File: src/hdl/ssrs_pkg.sv
// Shared field widths, entry type and reset constant for the seek scheduler.
package ssrs_pkg;

  localparam int ID_W  = 8;
  localparam int TRK_W = 16;
  localparam int CFG_W = 5;

  localparam logic [CFG_W-1:0] QUEUE_LIMIT_RESET = 5'd16;

  typedef struct packed {
    logic [ID_W-1:0]  id;
    logic [TRK_W-1:0] track;
  } entry_t;

endpackage

File: src/hdl/shortest_seek_request_scheduler_core.sv
// Shortest-seek-first request scheduler built around one request memory.
//
//  channel | signals                                        | role
//  --------+------------------------------------------------+--------------------------
//  in      | in_valid, in_stall, in_requester_id, in_track  | requests, appended in order
//  out     | out_valid, out_stall, out_served_*             | zero or one served request
//  cfg     | cfg_valid, cfg_ready, cfg_queue_limit          | service trigger level
//
// A serving request scans with one memory read per entry for the nearest track, loads
// the result into the output register once the output is free, then does one read/write
// per entry behind the served one to close the gap. The single read port serialises
// these steps. Reset (rst_n, synchronous) empties the store logically; the memory
// itself is not cleared. A stalled result holds the next service in ST_OUT, and appends
// stay stalled while it waits; appends before that service are not blocked.
module shortest_seek_request_scheduler_core #(
  parameter int MAX_DEPTH = 16
) (
  input  logic                     clk,
  input  logic                     rst_n,
  input  logic                     in_valid,
  output logic                     in_stall,
  input  logic [ssrs_pkg::ID_W-1:0]  in_requester_id,
  input  logic [ssrs_pkg::TRK_W-1:0] in_track,
  output logic                     out_valid,
  input  logic                     out_stall,
  output logic [ssrs_pkg::ID_W-1:0]  out_served_requester,
  output logic [ssrs_pkg::TRK_W-1:0] out_served_track,
  input  logic                     cfg_valid,
  output logic                     cfg_ready,
  input  logic [ssrs_pkg::CFG_W-1:0] cfg_queue_limit
);

  localparam int IW = $clog2(MAX_DEPTH);
  localparam int CW = $clog2(MAX_DEPTH + 1);
  localparam int EW = (CW > ssrs_pkg::CFG_W) ? CW : ssrs_pkg::CFG_W;

  typedef enum logic [1:0] {ST_IDLE, ST_SCAN, ST_OUT, ST_COMPACT} state_t;

  state_t                       state_r;
  logic [ssrs_pkg::CFG_W-1:0]   queue_limit_r;
  logic [CW-1:0]                cnt_r;
  logic [CW-1:0]                iss_r;
  logic                         rd_vld_r;
  logic [IW-1:0]                rd_idx_r;
  logic [ssrs_pkg::TRK_W-1:0]   last_track_r;
  logic                         served_any_r;
  logic [ssrs_pkg::TRK_W-1:0]   best_r;
  logic [IW-1:0]                pick_r;
  ssrs_pkg::entry_t             best_ent_r;
  logic                         out_valid_r;
  ssrs_pkg::entry_t             out_ent_r;

  ssrs_pkg::entry_t             mem [MAX_DEPTH];
  ssrs_pkg::entry_t             rd_data_r;
  logic                         wr_en;
  logic [IW-1:0]                wr_addr;
  ssrs_pkg::entry_t             wr_data;
  logic [IW-1:0]                rd_addr;

  logic                         in_acc;
  logic [EW-1:0]                cfg_ext;
  logic [EW-1:0]                lim;
  logic [CW-1:0]                cnt_inc;
  logic                         serve_now;
  logic [ssrs_pkg::TRK_W-1:0]   seek_gap;
  logic                         take;
  logic                         rd_last;
  logic [CW-1:0]                pick_next;
  logic                         out_free;

  assign in_stall  = (state_r != ST_IDLE);
  assign in_acc    = in_valid && !in_stall;
  assign cfg_ready = 1'b1;

  assign out_valid            = out_valid_r;
  assign out_served_requester = out_ent_r.id;
  assign out_served_track     = out_ent_r.track;

  // A limit of zero acts as one, and a limit above the depth acts as the depth.
  assign cfg_ext = EW'(queue_limit_r);
  always_comb begin
    if (cfg_ext == '0) begin
      lim = EW'(1);
    end else if (cfg_ext > EW'(MAX_DEPTH)) begin
      lim = EW'(MAX_DEPTH);
    end else begin
      lim = cfg_ext;
    end
  end

  assign cnt_inc   = cnt_r + CW'(1);
  assign serve_now = (EW'(cnt_inc) >= lim);

  always_comb begin
    if (rd_data_r.track > last_track_r) begin
      seek_gap = rd_data_r.track - last_track_r;
    end else begin
      seek_gap = last_track_r - rd_data_r.track;
    end
  end

  // The first entry always seeds the search; strict less-than keeps ties on the older one.
  assign take      = (rd_idx_r == '0) || (served_any_r && (seek_gap < best_r));
  assign rd_last   = rd_vld_r && (rd_idx_r == IW'(cnt_r - CW'(1)));
  assign pick_next = CW'(pick_r) + CW'(1);
  assign out_free  = !out_valid_r || !out_stall;
  assign rd_addr   = iss_r[IW-1:0];

  always_comb begin
    wr_en   = 1'b0;
    wr_addr = cnt_r[IW-1:0];
    wr_data.id    = in_requester_id;
    wr_data.track = in_track;
    case (state_r)
      ST_IDLE: begin
        wr_en = in_acc;
      end
      ST_COMPACT: begin
        wr_en   = rd_vld_r;
        wr_addr = rd_idx_r - IW'(1);
        wr_data = rd_data_r;
      end
      default: begin
        wr_en = 1'b0;
      end
    endcase
  end

  always_ff @(posedge clk) begin
    if (wr_en) begin
      mem[wr_addr] <= wr_data;
    end
    rd_data_r <= mem[rd_addr];
  end

  always_ff @(posedge clk) begin
    if (!rst_n) begin
      state_r       <= ST_IDLE;
      queue_limit_r <= ssrs_pkg::QUEUE_LIMIT_RESET;
      cnt_r         <= '0;
      iss_r         <= '0;
      rd_vld_r      <= 1'b0;
      rd_idx_r      <= '0;
      last_track_r  <= '0;
      served_any_r  <= 1'b0;
      best_r        <= '0;
      pick_r        <= '0;
      out_valid_r   <= 1'b0;
    end else begin
      if (cfg_valid && cfg_ready) begin
        queue_limit_r <= cfg_queue_limit;
      end
      // In ST_OUT the valid flag is handled by the state itself.
      if (out_valid_r && !out_stall && (state_r != ST_OUT)) begin
        out_valid_r <= 1'b0;
      end
      case (state_r)
        ST_IDLE: begin
          if (in_acc) begin
            cnt_r    <= cnt_inc;
            iss_r    <= '0;
            rd_vld_r <= 1'b0;
            if (serve_now) begin
              state_r <= ST_SCAN;
            end
          end
        end
        ST_SCAN: begin
          if (iss_r < cnt_r) begin
            rd_vld_r <= 1'b1;
            rd_idx_r <= iss_r[IW-1:0];
            iss_r    <= iss_r + CW'(1);
          end else begin
            rd_vld_r <= 1'b0;
          end
          if (rd_vld_r && take) begin
            best_r     <= seek_gap;
            pick_r     <= rd_idx_r;
            best_ent_r <= rd_data_r;
          end
          if (rd_last) begin
            state_r <= ST_OUT;
          end
        end
        ST_OUT: begin
          rd_vld_r <= 1'b0;
          iss_r    <= pick_next;
          if (out_free) begin
            out_valid_r  <= 1'b1;
            out_ent_r    <= best_ent_r;
            last_track_r <= best_ent_r.track;
            served_any_r <= 1'b1;
            if (pick_next == cnt_r) begin
              cnt_r   <= cnt_r - CW'(1);
              state_r <= ST_IDLE;
            end else begin
              state_r <= ST_COMPACT;
            end
          end
        end
        ST_COMPACT: begin
          // Entry j is read here and written to j-1 in the next cycle, from the read register.
          if (iss_r < cnt_r) begin
            rd_vld_r <= 1'b1;
            rd_idx_r <= iss_r[IW-1:0];
            iss_r    <= iss_r + CW'(1);
          end else begin
            rd_vld_r <= 1'b0;
          end
          if (rd_last) begin
            cnt_r    <= cnt_r - CW'(1);
            state_r  <= ST_IDLE;
          end
        end
        default: begin
          state_r <= ST_IDLE;
        end
      endcase
    end
  end

endmodule

File: config.mk
export PLATFORM = sky130hd
export DESIGN_NAME = shortest_seek_request_scheduler_core
export DESIGN_NICKNAME = d
export VERILOG_FILES = /design/src/hdl/ssrs_pkg.sv /design/src/hdl/shortest_seek_request_scheduler_core.sv
export SDC_FILE = /design/constraint.sdc
export NUM_CORES = 1
export LEC_CHECK = 0
export ABC_AREA = 0
export BUFFER_PORTS_ARGS = -buffer_cell sky130_fd_sc_hd__buf_2
export CORE_UTILIZATION = 55
export CTS_BUF_LIST = sky130_fd_sc_hd__clkbuf_16
export CTS_CLUSTER_SIZE = 24
export DETAILED_ROUTE_END_ITERATION = 8
export PLACE_DENSITY = 0.72
export SYNTH_ARGS = -nofsm -noshare
export SYNTH_HDL_FRONTEND = slang
export SYNTH_SLANG_ARGS = --single-unit
File: constraint.sdc
create_clock -name clk -period 8 [get_ports clk]
set_clock_uncertainty 0.05 [all_clocks]
set_input_delay 2 -clock clk [delete_from_list [all_inputs] [get_ports clk]]
set_output_delay 2 -clock clk [all_outputs]
set_load 0.01 [all_outputs]
Word-level counts from Yosys, hierarchy flattened
Memory sizes are Yosys's and may differ from the RTL's. A register that Yosys moved wholly into a read port is not among the register bits. Cells that the tools add are included. Widths: inputs -> output; s select.

Flip-flop bits (word level): 108. Output and inout port bits: 27. Memory bits (writable): 384. Memories: 1. Input bits: 34. Word-level logic and storage cells: 95.

Reduce and logical (&&, ||, !) cells: 25. Mux-type cells: 29. Add/sub/neg operators: 7. Equal/unequal tests: 13. Magnitude comparators: 5.

Memories: mem (depth 16, width 24, rd ports 1, clocked after memory_dff 1, wr ports 1, line shortest_seek_request_scheduler_core.sv:53) `ssrs_pkg::entry_t mem [MAX_DEPTH];`.

Operators with widths (number): $mux 5 (8); $sub 16x16->16 (2); $pmux 5 s3 (2); $mux 24 (1); $gt 16x16->1 (1); $lt 16x16->1 (1); $mux 16 (1); $ne 2x2->1 const B (7); $mux 2 (6); $add 5x1->5 const B (2); $reduce_and 5->1 (2); $pmux 2 s4 (1); $reduce_and 2->1 (4); $mux 1 (7); $logic_and 1x1->1 (6); $reduce_and 3->1 (2); $add 4x1->5 const B (1); $eq 5x5->1 (1); $ge 5x5->1 (1); $gt 5x5->1 const B (1); $logic_not 5->1 (1); $lt 5x5->1 (1); $sub 5x1->5 const B (1); $eq 2x2->1 const B (2); 14 further kinds (17).

Logic depth before layout (Yosys ltp)
Gate-level depths: netlist of the first run.

Depth in word-level cells: 7. Depth in mapped cells: 22. Depth with buffers taken out: 20.

Least setup slack after synthesis of the first run
Ideal clock, no wire load.

Path type: reg-to-reg. From: register last_track_r[14] (netlist name). To: register best_ent_r[0] (netlist name), enable pin. Library setup time: 0.398 ns. Arrival time: 4.410 ns. Slack: 3.142 ns. Data required time: 7.552 ns. Period minus slack after synthesis: 4.858 ns. Cell stages (with the launch flop): 19. Path buffers: 4. Cells stage by stage: dfxtp_1 -> inv_1 -> ha_1 -> buf_4 -> nand4_2 -> a211o_1 -> and3_1 -> buf_6 -> a21oi_4 -> buf_6 -> mux2i_1 -> xor2_1 -> ha_1 -> a21o_1 -> a211o_1 -> o211ai_1 -> nand4_1 -> inv_1 -> clkbuf_1.

Word-level cells in the longest chain between the ends: 7. Elaborated cells on any way between the ends: 9. Those cells by class: 2 x add/sub; 2 x order compare; 1 x mux; 4 x reduce/logical.

RTL lines: start: declaration (line shortest_seek_request_scheduler_core.sv:45) `logic [ssrs_pkg::TRK_W-1:0] last_track_r;`; start signal: assignment (line shortest_seek_request_scheduler_core.sv:191) `last_track_r <= best_ent_r.track;`; $gt 16x16->1 (line shortest_seek_request_scheduler_core.sv:95) `if (rd_data_r.track > last_track_r) begin`; $mux 16 (line shortest_seek_request_scheduler_core.sv:95); named net seek_gap (one bit) (line shortest_seek_request_scheduler_core.sv:65) `logic [ssrs_pkg::TRK_W-1:0] seek_gap;`; $lt 16x16->1 (line shortest_seek_request_scheduler_core.sv:103) `assign take = (rd_idx_r == '0) || (served_any_r && (seek_gap < best_r));`; $logic_and 1x1->1 (line shortest_seek_request_scheduler_core.sv:103); $logic_or 1x1->1 (line shortest_seek_request_scheduler_core.sv:103); $logic_and 1x1->1 (line shortest_seek_request_scheduler_core.sv:176) `if (rd_vld_r && take) begin`; $reduce_and 3->1 (no line); end signal: assignment (line shortest_seek_request_scheduler_core.sv:179) `best_ent_r <= rd_data_r;`; end: declaration (line shortest_seek_request_scheduler_core.sv:49) `ssrs_pkg::entry_t best_ent_r;`.

The timed path passes the listed nets, and every way through them passes these cells. A chain may end at the register's enable or synchronous reset.

Worst setup path after layout of the first run
From: register last_track_r[2] (netlist name). To: register best_ent_r[13] (netlist name), enable pin.

Word-level cells in the longest chain between the ends: 7. Elaborated cells on any way between the ends: 9. Those cells by class: 2 x add/sub; 2 x order compare; 1 x mux; 4 x reduce/logical.

RTL lines: $sub 16x16->16 (tied with other cells) (line shortest_seek_request_scheduler_core.sv:98) `seek_gap = last_track_r - rd_data_r.track;`; $mux 16 (*) (line shortest_seek_request_scheduler_core.sv:95); named net seek_gap (one bit) (line shortest_seek_request_scheduler_core.sv:65); $lt 16x16->1 (*) (line shortest_seek_request_scheduler_core.sv:103); $logic_and 1x1->1 (*) (line shortest_seek_request_scheduler_core.sv:103); $logic_or 1x1->1 (*) (line shortest_seek_request_scheduler_core.sv:103); $logic_and 1x1->1 (*) (line shortest_seek_request_scheduler_core.sv:176); $reduce_and 3->1 (no line) (*).

Mark *: on every way through the listed nets, which the timed path passes. The rest lies on a longest branch.

==> reports/metrics.csv, run 1 <==
stage,metric,value,unit
die,core area,0.0390,sq mm
critical_path,worst setup path class,flop to flop,
critical_path,startpoint types,flop,
power_and_ir_drop,Tot Pwr,7.21,mW
clock_tree,Post-CTS Setup Bufs,0,
placement,Routability Congestion,0.967,
clock_tree,clk root buf,clkbuf_16,
layout,Layout area overhead,11.9,%
critical_path,crit path DAT,5.69,ns
logic_synthesis,"Net Count, Synth",1432,
die,Die X,202,microns
clock_tree,PostCTS Resize Cnt,0,
clock_tree,worst-skew pair later-pin latency,0.60,ns
grt,Total Routing Usage GR,24.9,%
timing,max frequency,181,MHz
logic_synthesis,Post-synth ARST share,0,%
timing,final setup margin,2.48,ns
layout,Post-Layout Inst Area,0.0246,sq mm
timing,final hold viol count,0,
logic_synthesis,ys flop type,edfxtp_1,
placement,dpl hpwl,28800,microns
critical_path,critical path cell sequence,inv_1 > ha_1 > a211oi_1 > o211ai_1 > nand2_1 > a21oi_4 > mux2i_1 > nand2_1 > xor2_1 > ha_1 > and2_1 > o21ai_0 > o21ai_0 > o211ai_1 > nand4_1 > inv_1 > buf_4,
critical_path,RR Endpoint,best_ent_r[13],
critical_path,Critical Path Stages,17,
logic_synthesis,Netlist cell types,68,
logic_synthesis,Syn Std Cell Area,0.0219,sq mm
critical_path,worst reg2reg path depth,17,
power_and_ir_drop,worst IR drop on VDD,0.196,mV
placement,Placement Setup Slack,2.55,ns
placement,DP Cell Count,1858,
die,Starting Density,56.2,%
grt,grt total ovfl,0,
timing,Setup TNS,0,ns
route,drt total wl,49800,microns
critical_path,required time worst endpoint,8.17,ns
die,die area,0.0407,sq mm
route,DRC Markers,0,
critical_path,Crit. End Element,flop,
logic_synthesis,Post-Synthesis Cells,1331,
critical_path,Top delay family on crit path,compound AO/OA/AOI/OAI gates,
run,max-cap violation count,0,
logic_synthesis,#FFs+latches synth,516,
timing,final setup vio count,0,
critical_path,Worst path slowest cell,a21oi_4,
clock_tree,CTS Buf Count,51,
grt,vias in the first global route,12100,
logic_synthesis,Ys Warns,0,
min_path,Hold Path Class,flop to flop,
timing,Slew @ Worst Pin,1.13,ns
critical_path,Critical path buffers and inverters,3,
grt,first-pass GRT wire length,74600,microns
critical_path,crit path to,best_ent_r[13],
timing,pins over their slew limit,0,
timing,Slew headroom,24.7,%
critical_path,Slowest Stage Delay on Critical Path,0.62,ns
timing,Period minus WS final,5.52,ns
clock_tree,Clock transition at path regs,0.06,ns
critical_path,r2r setup slk,2.48,ns
clock_tree,CTS Hold Buffers Added,0,
layout,final cell count without fillers,1954,
critical_path,worst r2r src,last_track_r[2],
route,antenna-violating nets left,0,
layout,# diodes,0,
clock_tree,CTS HTree Levels,2,
route,via/cell ratio,6.14,
route,initial DRC count,1216,
logic_synthesis,"Seq/Total Area, Yosys",66.8,%
power_and_ir_drop,Lkg Pwr,8.22,nW
route,via count,12000,
timing,Tcrit/Tclk final,69.0,%
clock_tree,clock buffer depth,3,
timing,unrepaired setup endpoints after global routing,false,
grt,largest net degree at the start of global routing,56,
logic_synthesis,"EDFF count, synth",432,
route,WL/cell,25.5,microns
die,# rows,72,
clock_tree,CTS tree,built,
die,chip height,202,microns
layout,number of nets in the layout,1494,
power_and_ir_drop,PD cells,294,mW/mm^2
logic_synthesis,Avg Synthesized Cell Area,16.5,sq um
grt,antenna violations before repair,0,
critical_path,critical path peak fanout,24,
run_status,outcome,"finished, final reports clean",
layout,Fill cells,2770,
placement,port buffer count,59,
layout,share of layout cells above drive strength 1,22.9,%
critical_path,crit path from,last_track_r[2],
route,1st-pass router iterations,7,
clock_tree,clk sink count,516,
placement,Placed Instance Area,0.0228,sq mm
die,Ports,61,
-- final cells by class --
| cell class | count | area [sq um] | share of cell area (%) |
|---|---|---|---|
| multi-input cells | 678 | 6810 | 27.7 |
| inverters | 71 | 267 | 1.09 |
| flip-flops and latches | 516 | 14700 | 59.7 |
| clock inverters | 44 | 448 | 1.82 |
| clock buffers | 52 | 1300 | 5.30 |
| well taps | 518 | 648 | 2.64 |
| repair buffers | 75 | 415 | 1.69 |
-- metrics by stage --
stage	hold WS [ns]	util, %
after global routing	0.382	62.9
after global placement	0.354	58.5
after floorplan	0.350	-
after detailed placement	0.356	58.5
final	0.368	62.9
after CTS	0.371	62.9
-- cell usage after synthesis, types with 6 or more instances --
| cell type | number | area share, % |
|---|---|---|
| nor3_1 | 10 | 0.23 |
| inv_1 | 68 | 1.2 |
| nand2_1 | 81 | 1.4 |
| o21a_1 | 6 | 0.21 |
| a22o_1 | 8 | 0.32 |
| mux4_2 | 120 | 12 |
| xor2_1 | 9 | 0.36 |
| edfxtp_1 | 432 | 59 |
| and3_1 | 6 | 0.17 |
| nor2_1 | 63 | 1.1 |
| mux2_2 | 26 | 1.3 |
| o211ai_1 | 10 | 0.34 |
| xnor2_1 | 23 | 0.92 |
| buf_1 | 15 | 0.26 |
| and2_1 | 6 | 0.17 |
| dfxtp_1 | 84 | 7.7 |
| clkbuf_1 | 38 | 0.65 |
| a21oi_1 | 53 | 1.2 |
| and4_1 | 7 | 0.28 |
| nand3_1 | 17 | 0.39 |
| nand2b_1 | 8 | 0.23 |
| a32o_1 | 8 | 0.36 |
| o21ai_0 | 20 | 0.46 |
| buf_4 | 7 | 0.24 |
| a21o_1 | 23 | 0.79 |
| nand4_1 | 7 | 0.20 |
| ha_1 | 65 | 3.7 |
| mux2i_1 | 19 | 0.87 |
| a211o_1 | 8 | 0.32 |
-- placed cells by master, fill, tap and decap left out, drive strengths merged, types with 6 or more instances in the layout --
| master | instances |
|---|---|
| xnor2 | 23 |
| o21a | 6 |
| nand2 | 81 |
| a21o | 23 |
| a21oi | 54 |
| nand4 | 8 |
| ha | 65 |
| clkbuf | 52 |
| nor2 | 63 |
| and3 | 6 |
| o211ai | 10 |
| a211oi | 7 |
| bufinv | 8 |
| a22o | 8 |
| mux2 | 26 |
| edfxtp | 432 |
| and4 | 7 |
| buf | 75 |
| nand3 | 17 |
| and2 | 6 |
| a211o | 8 |
| mux2i | 19 |
| xor2 | 9 |
| mux4 | 120 |
| clkinv | 19 |
| inv | 86 |
| nand2b | 8 |
| nor3 | 10 |
| a32o | 8 |
| o21ai | 21 |
| dfxtp | 84 |
-- flip-flops by register name, indices dropped and copies added (netlist names) --
register	count
state_r	2
served_any_r	1
best_r	16
out_valid	1
cnt_r	5
rd_vld_r	1
cfg_ext	5
last_track_r	16
out_served_requester	8
best_ent_r	24
rd_idx_r	4
out_served_track	16
pick_r	4
mem	384
rd_data_r	24
iss_r	5
-- where the power goes --
| part | switching (mW) | internal, mW | leakage (nW) | total, mW |
|---|---|---|---|---|
| logic | 0.898 | 0.624 | 2.72 | 1.52 |
| clock network | 1.01 | 1.45 | 0.908 | 2.46 |
| registers | 0.116 | 3.12 | 4.59 | 3.23 |
-- logic make-up after synthesis --
| logic type | after synthesis | synth area share (%) |
|---|---|---|
| xor gates and xnor gates | 33 | 1.38 |
| AOI/OAI and AO/OA | 191 | 6.19 |
| buffers and inverters | 137 | 2.55 |
| muxes | 165 | 14.5 |
| adders and majority gates | 67 | 3.89 |
| and+or+nand+nor | 221 | 4.66 |
| DFF | 516 | 66.8 |
| other | 1 | 0.0171 |
-- layer usage --
metal  part of all wire [%]  global-route usage [%]  up-vias
li1                       -                       -     5337
met1                     42                    34.4     6172
met2                     50                    41.4      418
met3                    6.0                    3.97       68
met4                    1.9                    6.85        0
met5                      0                       0        -
-- how the worst min path moves through the flow --
stage | slack (ns) | endpoint | startpoint | cells after the start
6_report | 0.37 | out_served_requester[7] | best_ent_r[23] | 0
5_1_grt | 0.38 | out_served_requester[7] | best_ent_r[23] | 0
4_1_cts | 0.37 | out_served_requester[7] | best_ent_r[23] | 0
3_5_place_dp | 0.36 | out_served_requester[7] | best_ent_r[23] | 0
3_3_place_gp | 0.35 | out_served_requester[7] | best_ent_r[23] | 0
2_1_floorplan | 0.35 | out_served_requester[0] | best_ent_r[16] | 0
Power figures use the tool's default switching activity.
==> inputs of run 2 (changes only) <==
--- a/config.mk
+++ b/config.mk
@@ -11,7 +11,7 @@
 export CTS_BUF_LIST = sky130_fd_sc_hd__clkbuf_16
 export CTS_CLUSTER_SIZE = 24
 export DETAILED_ROUTE_END_ITERATION = 8
-export PLACE_DENSITY = 0.72
+export PLACE_DENSITY = 0.74
 export SYNTH_ARGS = -nofsm -noshare
 export SYNTH_HDL_FRONTEND = slang
 export SYNTH_SLANG_ARGS = --single-unit
==> constraint.sdc (replaced) <==
create_clock -name clk -period 5.06 [get_ports clk]
set_clock_uncertainty 0.05 [all_clocks]
set_input_delay 1.265 -clock clk [delete_from_list [all_inputs] [get_ports clk]]
set_output_delay 1.265 -clock clk [all_outputs]
set_load 0.01 [all_outputs]
==> run 2 against run 1 <==
Effect of this change: design area increased by 0.68%; cell count increased by 1.2%; wire length decreased by 0.68%; worst hold slack got worse by 0.0069 ns; sequential cell count unchanged; critical path type unchanged.
==> reports/metrics.csv, run 2 (same netlist as run 1, synthesis figures left out) <==
stage,metric,value,unit
grt,vias in the first global route,12300,
layout,share of layout cells above drive strength 1,23.9,%
clock_tree,CTS Hold Buffers Added,0,
clock_tree,CTS tree,built,
critical_path,crit path DAT,5.15,ns
critical_path,worst setup path class,flop to flop,
layout,"commonest non-fill, non-tap cells in the layout","432 x edfxtp_1, 120 x mux4_2, 81 x nand2_1, 81 x inv_1, 80 x dfxtp_1",
die,Ports,61,
min_path,worst hold endpoint,out_served_requester[4],
min_path,Hold Path Class,flop to flop,
timing,Tcrit/Tclk final,93.2,%
timing,final setup vio count,0,
critical_path,Critical path buffers and inverters,1,
min_path,hold path start,best_ent_r[20],
clock_tree,Clock transition at path regs,0.07,ns
timing,final hold viol count,0,
power_and_ir_drop,Tot Pwr,11.4,mW
grt,first-pass GRT wire length,74700,microns
critical_path,r2r setup slk,0.34,ns
die,Starting Density,56.2,%
critical_path,critical path peak fanout,12,
grt,Total Routing Usage GR,24.9,%
critical_path,Crit. End Element,flop,
clock_tree,worst-skew pair later-pin latency,0.61,ns
layout,max FFs per register,384,
timing,final setup margin,0.345,ns
min_path,Hold Crit Depth,0,
timing,pins over their slew limit,0,
run_status,outcome,"finished, final reports clean",
grt,largest net degree at the start of global routing,90,
die,die area,0.0407,sq mm
clock_tree,CTS HTree Levels,2,
layout,post-layout util,63.4,%
placement,Placement Setup Slack,0.209,ns
timing,Slew headroom,32.6,%
die,# rows,72,
route,WL/cell,25.0,microns
clock_tree,CTS Buf Count,51,
layout,number of nets in the layout,1519,
placement,dpl hpwl,28600,microns
timing,unrepaired setup endpoints after global routing,false,
layout,Biggest register,mem,
critical_path,Worst path slowest cell,ha_1,
layout,Fill cells,2703,
placement,Routability Congestion,0.919,
layout,"most common cell after layout, fill and taps aside",edfxtp_1,
timing,max frequency,212,MHz
placement,Placed Instance Area,0.0230,sq mm
layout,# diodes,0,
layout,biggest regs,"mem: 384 flops, best_ent_r: 24 flops, rd_data_r: 24 flops",
route,1st-pass router iterations,5,
critical_path,startpoint types,flop,
die,core area,0.0390,sq mm
route,via count,12200,
critical_path,RR Endpoint,best_r[12],
timing,Period minus WS final,4.72,ns
clock_tree,clk root buf,clkbuf_16,
critical_path,Slowest Stage Delay on Critical Path,0.53,ns
placement,port buffer count,59,
critical_path,worst reg2reg path depth,15,
critical_path,critical path cell sequence,ha_1 > nand4_2 > a211o_1 > and3_1 > a21oi_4 > buf_4 > mux2i_1 > xor2_1 > ha_1 > a21o_1 > a211o_1 > o211ai_1 > and3_1 > nor2_2 > a221o_1,
route,initial DRC count,1048,
route,drt total wl,49400,microns
power_and_ir_drop,Lkg Pwr,8.32,nW
critical_path,Top delay family on crit path,compound AO/OA/AOI/OAI gates,
route,antenna-violating nets left,0,
critical_path,worst r2r src,rd_data_r[14],
grt,antenna violations before repair,1,
timing,Slew @ Worst Pin,1.01,ns
clock_tree,clock buffer depth,3,
layout,Layout area overhead,12.7,%
layout,Post-Layout Inst Area,0.0247,sq mm
critical_path,required time worst endpoint,5.49,ns
route,DRC Markers,0,
power_and_ir_drop,worst IR drop on VDD,0.295,mV
grt,grt total ovfl,0,
power_and_ir_drop,PD cells,459,mW/mm^2
run,max-cap violation count,0,
clock_tree,clk sink count,516,
die,chip height,202,microns
die,Die X,202,microns
route,via/cell ratio,6.17,
timing,Setup TNS,0,ns
-- run 2: area by class of cell --
cell class | instances | area, sq um | share of cell area, %
flip-flops and latches | 516 | 14700 | 59.3
multi-input cells | 678 | 6780 | 27.4
clock buffers | 51 | 1280 | 5.16
repair buffers | 100 | 678 | 2.74
inverters | 71 | 267 | 1.08
well taps | 518 | 648 | 2.62
clock inverters | 44 | 409 | 1.66
-- run 2: how the worst max path moves through the flow --
stage	from	depth (start not counted)	slack, ns	endpoint
finish	rd_data_r[14]	15	0.34	best_r[12]
detailed placement	rd_data_r[0]	19	0.21	best_r[12]
floorplan	last_track_r[14]	18	0.20	best_ent_r[0]
CTS	rd_data_r[0]	19	0.15	best_r[15]
global route	rd_data_r[0]	19	0.07	best_r[15]
global placement	rd_data_r[10]	15	0.24	best_r[12]
-- run 2: repair_timing --
action / 4_1_cts / 5_1_grt
setup buffers: 0 / 6
gates resized for setup: 0 / 1
setup endpoints to repair: 0 / 44
-- run 2: power breakdown --
part	switching, mW	leakage (nW)	total, mW	internal (mW)
Sequential	0.174	4.59	5.10	4.93
Combinational	1.44	2.86	2.50	1.06
Clock	1.61	0.869	3.76	2.15
-- run 2: layer usage --
| layer | part of all wire, % | vias up | GRT usage (%) | routed length (microns) |
|---|---|---|---|---|
| li1 | - | 5381 | - | - |
| met1 | 42 | 6207 | 34.8 | 20600 |
| met2 | 48 | 494 | 39.1 | 23600 |
| met3 | 7.0 | 119 | 4.11 | 3470 |
| met4 | 3.6 | 2 | 10.7 | 1800 |
| met5 | 0.022 | - | 0 | 11 |
-- run 2: through the flow --
step,cells,hold WS [ns]
after CTS,1972,0.364
after detailed placement,1877,0.355
after global routing,1978,0.377
after global placement,1877,0.352
final,1978,0.361
after floorplan,1331,0.350
==> inputs of run 3 (changes only) <==
--- a/config.mk
+++ b/config.mk
@@ -7,11 +7,12 @@
 export LEC_CHECK = 0
 export ABC_AREA = 0
 export BUFFER_PORTS_ARGS = -buffer_cell sky130_fd_sc_hd__buf_2
-export CORE_UTILIZATION = 55
+export CORE_MARGIN = 2
+export CORE_UTILIZATION = 25
 export CTS_BUF_LIST = sky130_fd_sc_hd__clkbuf_16
 export CTS_CLUSTER_SIZE = 24
 export DETAILED_ROUTE_END_ITERATION = 8
-export PLACE_DENSITY = 0.74
+export GPL_ROUTABILITY_DRIVEN = 0
 export SYNTH_ARGS = -nofsm -noshare
 export SYNTH_HDL_FRONTEND = slang
 export SYNTH_SLANG_ARGS = --single-unit
==> run 3 against run 2 <==
Effect of this change: non-clock buffer count down 5; sequential cell count unchanged; sequential share of layout area down 2.0 points; first-iteration DRC count increased by 3.4%; die area increased by 120%; core utilization shrank 34 points; clock-buffer cell count increased by 4; sequential power barely moved; combinational power hardly changed; total power grew 2.4%; critical path type unchanged; critical endpoint is now best_ent_r[5]; largest cell class unchanged; largest power group unchanged.
==> reports/metrics.csv, run 3 (same netlist as run 1, synthesis figures left out) <==
stage,metric,value,unit
route,1st-pass router iterations,5,
placement,port buffer count,59,
timing,final hold viol count,0,
layout,post-layout util,29.5,%
grt,vias in the first global route,12300,
grt,largest net degree at the start of global routing,64,
min_path,Hold Path Class,flop to flop,
layout,max FFs per register,384,
critical_path,critical path cell sequence,inv_1 > ha_1 > inv_1 > fa_1 > a211oi_1 > o211ai_1 > a41oi_1 > o21ai_1 > a21oi_1 > mux2_2 > and2_1 > ha_1 > a21o_1 > nand2_1 > nand3b_1 > a21oi_1 > nand4_1 > clkinv_1 > buf_12,
layout,Fill cells,8520,
route,antenna-violating nets left,0,
critical_path,crit path DAT,4.96,ns
clock_tree,clock buffer depth,3,
clock_tree,CTS Buf Count,54,
clock_tree,worst-skew pair later-pin latency,0.62,ns
layout,Layout area overhead,16.7,%
timing,pins over their slew limit,0,
grt,antenna violations before repair,5,
timing,max frequency,211,MHz
critical_path,worst setup path class,flop to flop,
critical_path,Critical path buffers and inverters,4,
critical_path,worst r2r src,rd_data_r[0],
placement,dpl hpwl,31800,microns
critical_path,Worst path slowest cell,fa_1,
route,WL/cell,20.3,microns
power_and_ir_drop,Tot Pwr,11.6,mW
critical_path,crit path from,rd_data_r[0],
clock_tree,CTS HTree Levels,2,
timing,Period minus WS final,4.75,ns
timing,Setup TNS,0,ns
die,Starting Density,25.3,%
power_and_ir_drop,Lkg Pwr,8.34,nW
critical_path,Crit. End Element,flop,
layout,share of layout cells above drive strength 1,24.1,%
critical_path,startpoint types,flop,
clock_tree,CTS tree,built,
min_path,hold path start,best_ent_r[20],
timing,final setup vio count,0,
clock_tree,clk root buf,clkbuf_16,
die,Die X,300,microns
critical_path,required time worst endpoint,5.27,ns
timing,unrepaired setup endpoints after global routing,false,
power_and_ir_drop,PD cells,454,mW/mm^2
route,DRC Markers,0,
run,max-cap violation count,0,
grt,first-pass GRT wire length,78800,microns
layout,"commonest non-fill, non-tap cells in the layout","432 x edfxtp_1, 120 x mux4_2, 81 x nand2_1, 81 x dfxtp_1, 77 x inv_1",
critical_path,critical path peak fanout,31,
route,initial DRC count,1084,
clock_tree,Clock transition at path regs,0.06,ns
die,Ports,61,
timing,Tcrit/Tclk final,93.8,%
timing,Slew headroom,28.7,%
die,core area,0.0869,sq mm
grt,Total Routing Usage GR,11.6,%
route,via/cell ratio,4.65,
run_status,outcome,"finished, final reports clean",
route,drt total wl,53000,microns
route,via count,12200,
layout,biggest regs,"mem: 384 flops, best_ent_r: 24 flops, rd_data_r: 24 flops",
critical_path,Slowest Stage Delay on Critical Path,0.40,ns
die,chip height,300,microns
layout,"most common cell after layout, fill and taps aside",edfxtp_1,
layout,number of nets in the layout,1518,
critical_path,Top delay family on crit path,compound AO/OA/AOI/OAI gates,
power_and_ir_drop,worst IR drop on VDD,0.306,mV
timing,Slew @ Worst Pin,1.07,ns
die,die area,0.0902,sq mm
layout,Biggest register,mem,
grt,grt total ovfl,0,
clock_tree,clk sink count,516,
die,# rows,108,
[run 3: repair_timing]
| item | 4_1_cts | 5_1_grt |
|---|---|---|
| buffers inserted | 0 | 3 |
| hold buffers | 0 | 0 |
| endpoints found under the setup margin | 0 | 36 |
| gates resized for setup | 0 | 1 |
[run 3: layout make-up]
cell class / count / area (sq um) / share of cell area, %
Inverter: 71 / 267 / 1.04
Sequential cell: 516 / 14700 / 57.3
Clock buffer: 55 / 1380 / 5.38
Multi-Input combinational cell: 679 / 6790 / 26.5
Timing Repair Buffer: 95 / 616 / 2.40
Antenna cell: 1 / 2.50 / 0.00978
Tap cell: 1155 / 1450 / 5.65
Clock inverter: 47 / 442 / 1.73
[run 3: stage by stage]
stage	setup WS, ns	hold WS (ns)	cells	cell area [sq um]
after floorplan	0.202	0.350	1331	21900
after global placement	0.332	0.360	2512	23700
after detailed placement	0.243	0.357	2512	23700
after CTS	0.171	0.372	2614	25600
after global routing	0.0328	0.384	2618	25600
final	0.313	0.370	2619	25600
[run 3: path summary, 6_finish.rpt]
kind                                                end  slack [ns]  cells after the start
worst min-delay path            out_served_requester[4]        0.37                      0
worst min register to register  out_served_requester[4]        0.37                      0
worst max register to register            best_ent_r[5]        0.31                     19
worst max-delay path                      best_ent_r[5]        0.31                     19
[run 3: worst reg2reg max path, cell delays in order, from the launching register on]
cell	delay [ns]
dfxtp_1	0.33
inv_1	0.06
ha_1	0.14
inv_1	0.05
fa_1	0.40
a211oi_1	0.39
o211ai_1	0.27
a41oi_1	0.38
o21ai_1	0.12
a21oi_1	0.27
mux2_2	0.38
and2_1	0.16
ha_1	0.29
a21o_1	0.18
nand2_1	0.07
nand3b_1	0.07
a21oi_1	0.22
nand4_1	0.16
clkinv_1	0.16
buf_12	0.25
[run 3: power by group]
part           internal [mW]  leakage (nW)  switching [mW]
clock network           2.34         0.925            1.68
registers               4.93          4.59           0.189
logic                   1.05          2.83            1.44
total                   8.32          8.34            3.31
[run 3: metal layers]
| metal | track usage (%) | part of all wire (%) | routed length, microns | up-vias |
|---|---|---|---|---|
| li1 | - | - | - | 5391 |
| met4 | 2.43 | 1.7 | 878 | 4 |
| met1 | 16.0 | 44 | 23400 | 6307 |
| met2 | 19.0 | 48 | 25400 | 389 |
| met5 | 0 | 0.051 | 27 | - |
| met3 | 2.15 | 6.1 | 3250 | 83 |
